## config.mk

```make
export PLATFORM = sky130hd
export DESIGN_NAME = rhht_ctrl
export DESIGN_NICKNAME = d
export VERILOG_FILES = /design/src/rtl/core/assert_macros.svh /design/src/rtl/core/rhht_pkg.sv /design/src/rtl/core/rhht_ctrl.sv
export SDC_FILE = /design/constraint.sdc
export NUM_CORES = 1
export LEC_CHECK = 0
export BUFFER_PORTS_ARGS = -buffer_cell sky130_fd_sc_hd__clkbuf_2
export CAP_MARGIN = 40
export CORE_AREA = 5 5 42 44
export DETAILED_ROUTE_END_ITERATION = 10
export DIE_AREA = 0 0 47 49
export PLACE_DENSITY_LB_ADDON = 0.15
export SLEW_MARGIN = 20
export SYNTH_ARGS = -nofsm -noshare
export SYNTH_HDL_FRONTEND = slang
export SYNTH_SLANG_ARGS = --single-unit
export TNS_END_PERCENT = 1
```

## constraint.sdc

```tcl
create_clock -name clock -period 2 [get_ports clock]
set_input_delay 0.4 -clock clock [delete_from_list [all_inputs] [get_ports clock]]
set_output_delay 0.4 -clock clock [all_outputs]
set_load 0.005 [all_outputs]
```

## src/rtl/core/assert_macros.svh

```systemverilog
// Assertion macros used by the RTL top level.
`ifndef ASSERT_MACROS_SVH
`define ASSERT_MACROS_SVH
`ifndef SYNTHESIS
`define RHHT_ASSERT(label, clk, rst, prop, msg) \
   label: assert property (@(posedge clk) disable iff (rst) prop) else $error(msg);
`define RHHT_NEVER(label, clk, rst, expr, msg) \
   label: assert property (@(posedge clk) disable iff (rst) !(expr)) else $error(msg);
`else
`define RHHT_ASSERT(label, clk, rst, prop, msg)
`define RHHT_NEVER(label, clk, rst, expr, msg)
`endif
`endif

```

## src/rtl/core/rhht_pkg.sv

```systemverilog
// Types and constants of the Robin Hood hash table.
package rhht_pkg;

   localparam logic [31:0] FNV_OFFSET = 32'd2166136261;
   localparam logic [31:0] FNV_PRIME  = 32'd16777619;
   localparam logic [6:0]  LIMIT_RESET = 7'd70;
   localparam logic [6:0]  PCT_SCALE   = 7'd100;

   typedef enum logic [1:0] {
      CMD_SET  = 2'd0,
      CMD_GET  = 2'd1,
      CMD_DEL  = 2'd2,
      CMD_NONE = 2'd3
   } cmd_type;

   typedef enum logic [2:0] {
      STAT_INSERTED  = 3'd0,
      STAT_UPDATED   = 3'd1,
      STAT_FOUND     = 3'd2,
      STAT_NOT_FOUND = 3'd3,
      STAT_DELETED   = 3'd4,
      STAT_FULL      = 3'd5
   } status_type;

   typedef enum logic [1:0] {
      MARK_EMPTY = 2'd0,
      MARK_LIVE  = 2'd1,
      MARK_TOMB  = 2'd2
   } mark_type;

   typedef struct packed {
      logic [63:0] key;
      logic [31:0] value;
      logic [31:0] hash;
      mark_type    mark;
   } entry_type;

   typedef enum logic [2:0] {
      ST_CLEAR,
      ST_IDLE,
      ST_HASH,
      ST_READ,
      ST_EVAL,
      ST_RESP
   } state_type;

   typedef struct packed {
      logic clear;
      logic load;
      logic hash;
      logic read;
      logic eval;
   } ctl_cmd_type;

   typedef struct packed {
      logic clear_last;
      logic hash_last;
      logic skip;
      logic probe_done;
   } dp_stat_type;

endpackage

```

## src/rtl/core/rhht_ctrl.sv

```systemverilog
// Sequencer for clear pass, hashing, probing and response.
module rhht_ctrl (
   input  logic                  clock,
   input  logic                  reset,
   input  logic                  start,
   input  rhht_pkg::dp_stat_type stat,
   output rhht_pkg::ctl_cmd_type cmd,
   output logic                  busy,
   output logic                  rsp_valid
);
   import rhht_pkg::*;

   state_type state_ff, state_in;

   always_ff @(posedge clock) begin
      if (reset) begin
         state_ff <= ST_CLEAR;
      end else begin
         state_ff <= state_in;
      end
   end

   always_comb begin
      state_in  = state_ff;
      cmd       = '0;
      busy      = 1'b1;
      rsp_valid = 1'b0;
      case (state_ff)
         ST_CLEAR: begin
            cmd.clear = 1'b1;
            if (stat.clear_last) state_in = ST_IDLE;
         end
         ST_IDLE: begin
            busy = 1'b0;
            if (start) begin
               cmd.load = 1'b1;
               state_in = ST_HASH;
            end
         end
         ST_HASH: begin
            cmd.hash = 1'b1;
            if (stat.hash_last) state_in = stat.skip ? ST_RESP : ST_READ;
         end
         ST_READ: begin
            cmd.read = 1'b1;
            state_in = ST_EVAL;
         end
         ST_EVAL: begin
            cmd.eval = 1'b1;
            state_in = stat.probe_done ? ST_RESP : ST_READ;
         end
         ST_RESP: begin
            rsp_valid = 1'b1;
            state_in  = ST_IDLE;
         end
         default: state_in = ST_IDLE;
      endcase
   end

endmodule

```

==> impl_metrics.yaml, run 1 <==
place:
  hpwlAfterDp_um: 522.2
  gp_congestion: 0.6534
  dp.cells: 58
  io_buffers: 13
critical_path:
  reg2regPathDepth: 4
  critPathLaunchType: "flip-flop"
  worstPathMaxFanout: 11
  critPathSlowestCell: "dfxtp_1"
  cp-end-kind: "output pin"
  cp.required_ns: 1.60
  slowest_delay_ns: 0.51
  path_cells: "inv_1 -> or3_1 -> clkbuf_2"
  reg2reg_slack_ns: 0.60
  path_class: "flip-flop to output pin"
  crit_arrival_ns: 1.36
yosys:
  synth_seq_cells: 3
  syn_area_per_cell_um2: 7.664
  ys_async_sr_fraction_pct: 0
  yosysWarnings: 0
  synthTopCellsByArea: "dfxtp_1, nand2b_1, buf_6, or3b_4, a21oi_1"
  synth.distinct_cells: 23
  synth_edf_count: 0
  syn-cell-area_um2: 245.2
  synth_top_family_by_area: "compound AO/OA/AOI/OAI gates"
  seq_area_frac_synth_pct: 24.49
  synth.area.mux_share_pct: 0
  synth_fa_ha_area_share_pct: 0
  synth.largest_area_cell: "dfxtp_1"
  yosys.area_share.simple_pct: 30.61
  yosys.area.top_type_share_pct: 24.49
  yosys_most_used_dff: "dfxtp_1"
  netlist_instances: 32
  synthXorXnorAreaFrac_pct: 0
  synth-compound-area-share_pct: 32.14
  syn_nets: 39
clock_tree:
  root_buffer: "clkbuf_4"
  clkLatencyLatePin_ns: 0.23
  cts.reportedPaths.clkPinSlew_ns: 0.04
  cts_hold_buf: 0
  cts_resized: 0
  cts_sinks: 3
  cts_tree: "built"
  h-tree-depth: 1
  clockBufferDepth: 2
  cts_buffers: 3
  post-cts-setup-buffer-count: 0
detailed_routing:
  drt_iter0_markers: 2
  route.met3.wl_um: 41
  route.top_layer_used: "met3"
  m1WireLength_um: 305
  via_count: 269
  firstDrtPassIters: 2
  routed_wl_um: 667
  avgRoutedWirePerCell_um: 10.76
  vias_per_cell: 4.339
  drc: 0
  dr_wl_met2_um: 320
  postRouteAntennaNets: 0
pwr:
  power_density_nw_per_um2: 608.2
  finalPower_w: 0.0002024
  p_leak_nw: 0.1502
  peakVddDrop_mv: 0.2304
layout:
  syn2layout_area_growth_pct: 35.71
  largest_registers: "state_ff x3"
  finalNonFillerCells: 62
  n_antenna_cell: 0
  final_common_cell: "clkbuf_2"
  drive_gt1_share_pct: 41.30
  final_cell_mix: "clkbuf_2, nand2b_1, clkbuf_4, dfxtp_1"
  num-nets-final: 54
  largest_reg_flops: 3
  regMostFlops: "state_ff"
timing:
  clock.fmax_mhz: 567.2
  rsz0062_at_grt: "no"
  worst_pin_slew_ns: 0.3442
  fin_crit_ns: 1.763
  setup_violations: 0
  slew_violations: 0
  hold_violations: 0
  maxSlewHeadroom_pct: 77.02
  hold_slack_ns: 0.3646
  fin_tns_setup_ns: 0
  clock_skew_ns: 0.003053
  period_share_pct: 88.15
global_routing:
  grt_pass1_wl_mm: 1.110
  grt_start_max_net_pins: 12
  antenna_found_initial: 0
  grt_pass1_vias: 280
  gr-usage-all-layers_pct: 6.681
  grt_overflow: 0
floorplan:
  start_util_pct: 17.50
  die_w_um: 47
  core_area_um2: 1401
  fp.dieH_um: 49
  io_pins: 14
  num_rows: 14
  dieArea_um2: 2303
min_path:
  worst_hold_path.num_cells: 2
  min_path_type: "primary input to flip-flop"
outcome:
  status: "finished, final reports clean"
job:
  drv_cap: 0
synthesized netlist by cell type (2+ instances only):
cell type and n:
nor3_1 2, nor2_1 2, a21oi_1 2, nand2b_1 4
dfxtp_1 3, nand2_1 2
path summary, 6_finish.rpt:
check	startpoint	to
max	state_ff[0]$_SDFFE_PP0P_	busy
min	reset	state_ff[0]$_SDFFE_PP0P_
max reg2reg	state_ff[2]$_SDFFE_PP0P_	state_ff[2]$_SDFFE_PP0P_
min reg2reg	state_ff[2]$_SDFFE_PP0P_	state_ff[0]$_SDFFE_PP0P_
layout make-up:
type / instances / area, µm²
Sequential cell: 3 / 60.06
Clock buffer: 4 / 26.28
Fill cell: 163 / 1069
Timing Repair Buffer: 13 / 65.06
Inverter: 2 / 7.507
Multi-Input combinational cell: 24 / 153.9
Tap cell: 16 / 20.02
critical path: cells and delay by family (launching register included):
family | cells | cell delay [ns]
buffers and inverters | 2 | 0.27
DFF | 1 | 0.51
and+or+nand+nor | 1 | 0.35
where the power goes:
group	switching, W	total [W]	internal, W
sequential	0.00000538	0.0000675	0.0000622
clock	0.0000320	0.000107	0.0000748
combinational	0.0000126	0.0000280	0.0000155
per-stage QoR:
stage | utilization (%) | setup WS (ns) | instance area [µm²]
after CTS | 23.75 | 0.2245 | 332.8
after floorplan | - | 0.7223 | 245.2
after detailed placement | 21.88 | 0.4795 | 306.5
after global placement | 21.88 | 0.5140 | 306.5
final | 23.75 | 0.2370 | 332.8
after global routing | 23.75 | 0.1527 | 332.8
metal layers:
layer,vias to the layer above,GRT usage (%)
met5,-,0
met4,0,5.530
met3,0,2.583
met2,10,9.502
met1,116,7.440
li1,143,-
logic make-up after synthesis:
kind of cell,Yosys count
and+or+nand+nor,13
AOI/OAI and AO/OA,11
buffers and inverters,5
DFF,3
No activity file was read; power rests on OpenSTA's default activity.
==> inputs of run 2 (changes only) <==
--- a/config.mk
+++ b/config.mk
@@ -10,7 +10,7 @@
 export CORE_AREA = 5 5 42 44
 export DETAILED_ROUTE_END_ITERATION = 10
 export DIE_AREA = 0 0 47 49
-export PLACE_DENSITY_LB_ADDON = 0.15
+export PLACE_DENSITY = 0.42
 export SLEW_MARGIN = 20
 export SYNTH_ARGS = -nofsm -noshare
 export SYNTH_HDL_FRONTEND = slang
==> run 2 against run 1 <==
Power shrank 1.9%; sequential share of layout area is the same; register-to-register slack gained 0.04 ns; final cell count is the same; worst hold slack gained 0.0017 ns; clock-buffer cell count is the same; sequential cell count is the same; sequential power is essentially flat; fmax grew 1.5%; die area is the same; critical path type unchanged; critical endpoint unchanged.
==> impl_metrics.yaml, run 2 (same netlist as run 1, synthesis figures left out) <==
global_routing:
  grt_pass1_wl_mm: 1.028
  grt_pass1_vias: 260
  grt_overflow: 0
  antenna_found_initial: 0
  grt_start_max_net_pins: 12
  gr-usage-all-layers_pct: 6.048
clock_tree:
  post-cts-setup-buffer-count: 0
  clockBufferDepth: 2
  cts_sinks: 3
  cts_buffers: 3
  cts_hold_buf: 0
  cts_tree: "built"
  root_buffer: "clkbuf_4"
  h-tree-depth: 1
  clkLatencyLatePin_ns: 0.23
  cts_resized: 0
  cts.reportedPaths.clkPinSlew_ns: 0.04
place:
  hpwlAfterDp_um: 513.2
  io_buffers: 13
  post-place-ws_ns: 0.5050
  gp_congestion: 0.6978
  placed_cell_area_um2: 306.5
timing:
  period_share_pct: 86.84
  clock_skew_ns: 0.001005
  fin_ws_ns: 0.2631
  slew_violations: 0
  maxSlewHeadroom_pct: 77.81
  fin_crit_ns: 1.737
  hold_violations: 0
  rsz0062_at_grt: "no"
  fin_tns_setup_ns: 0
  worst_pin_slew_ns: 0.3324
  setup_violations: 0
  clock.fmax_mhz: 575.8
detailed_routing:
  postRouteAntennaNets: 0
  route.top_layer_used: "met3"
  via_count: 270
  m1WireLength_um: 343
  dr_wl_met2_um: 249
  drc: 0
  drt_iter0_markers: 5
  firstDrtPassIters: 2
  routed_wl_um: 649
  avgRoutedWirePerCell_um: 10.47
  route.met3.wl_um: 56
  vias_per_cell: 4.355
floorplan:
  start_util_pct: 17.50
  core_area_um2: 1401
  io_pins: 14
  fp.dieH_um: 49
  num_rows: 14
  die_w_um: 47
  dieArea_um2: 2303
job:
  drv_cap: 0
layout:
  final_common_cell: "clkbuf_2"
  fillCellCount: 172
  n_antenna_cell: 0
  syn2layout_area_growth_pct: 35.71
  drive_gt1_share_pct: 41.30
  largest_reg_flops: 3
  seqCellArea_um2: 60.06
  fin_util_pct: 23.75
  regMostFlops: "state_ff"
  multi_input_area_um2: 153.9
  num-nets-final: 54
  final_area_um2: 332.8
  final_cell_mix: "clkbuf_2, nand2b_1, clkbuf_4, dfxtp_1"
  largest_registers: "state_ff x3"
critical_path:
  crit_arrival_ns: 1.34
  worstPathMaxFanout: 11
  critPathLaunchType: "flip-flop"
  cp-end-kind: "output pin"
  cp.required_ns: 1.60
  path_class: "flip-flop to output pin"
pwr:
  pwr-share-seq_pct: 33.9
  power_switching_share_pct: 23.31
  power.share.clock_pct: 52.0
  finalPower_w: 0.0001986
  p_int_w: 0.0001523
  comb_power_share_pct: 14.1
  p_leak_nw: 0.1502
  peakVddDrop_mv: 0.3946
  p_sw_w: 0.00004628
  power_density_nw_per_um2: 596.7
min_path:
  min_path_type: "primary input to flip-flop"
outcome:
  status: "finished, final reports clean"
run 2: cell counts in the layout (fill, tap and decap cells not counted):
No cell type changed its count.
run 2: cell type report:
cell class | count | share of cell area (%)
clock buffer | 4 | 7.895
inverter | 2 | 2.256
multi-input combinational | 24 | 46.24
sequential | 3 | 18.05
tap | 16 | 6.015
timing repair buffer | 13 | 19.55
run 2: worst paths after layout:
| path | slack (ns) | cells after the start | startpoint | to |
|---|---|---|---|---|
| worst min-delay path | 0.37 | 2 | reset | state_ff[0]$_SDFFE_PP0P_ |
| worst max register to register | 0.64 | 4 | state_ff[2]$_SDFFE_PP0P_ | state_ff[2]$_SDFFE_PP0P_ |
| worst max-delay path | 0.26 | 3 | state_ff[0]$_SDFFE_PP0P_ | busy |
| worst min register to register | 0.68 | 2 | state_ff[2]$_SDFFE_PP0P_ | state_ff[0]$_SDFFE_PP0P_ |
run 2: layer usage:
metal  track usage (%)  vias up
met4             2.765        0
met3             4.059        0
met5                 0        -
met2             7.014       12
met1             8.315      116
li1                  -      142
run 2: through the flow:
stage	hold WS [ns]	cells
finish	0.3663	62
detailed placement	0.6002	58
CTS	0.3605	62
global placement	0.6062	58
global route	0.3830	62
floorplan	0.4691	32
run 2: worst max-delay path: stages (launching register included):
cell	delay, ns
dfxtp_1	0.49
inv_1	0.13
or3_1	0.35
clkbuf_2	0.13
run 2: power by group through the flow:
stage / logic (W) / clock network, W / registers, W
floorplan: 0.0000194 / 0 / 0.0000637
global placement: 0.0000288 / 0 / 0.0000679
detailed placement: 0.0000284 / 0 / 0.0000680
CTS: 0.0000287 / 0.000109 / 0.0000671
global route: 0.0000322 / 0.000113 / 0.0000675
finish: 0.0000280 / 0.000103 / 0.0000672
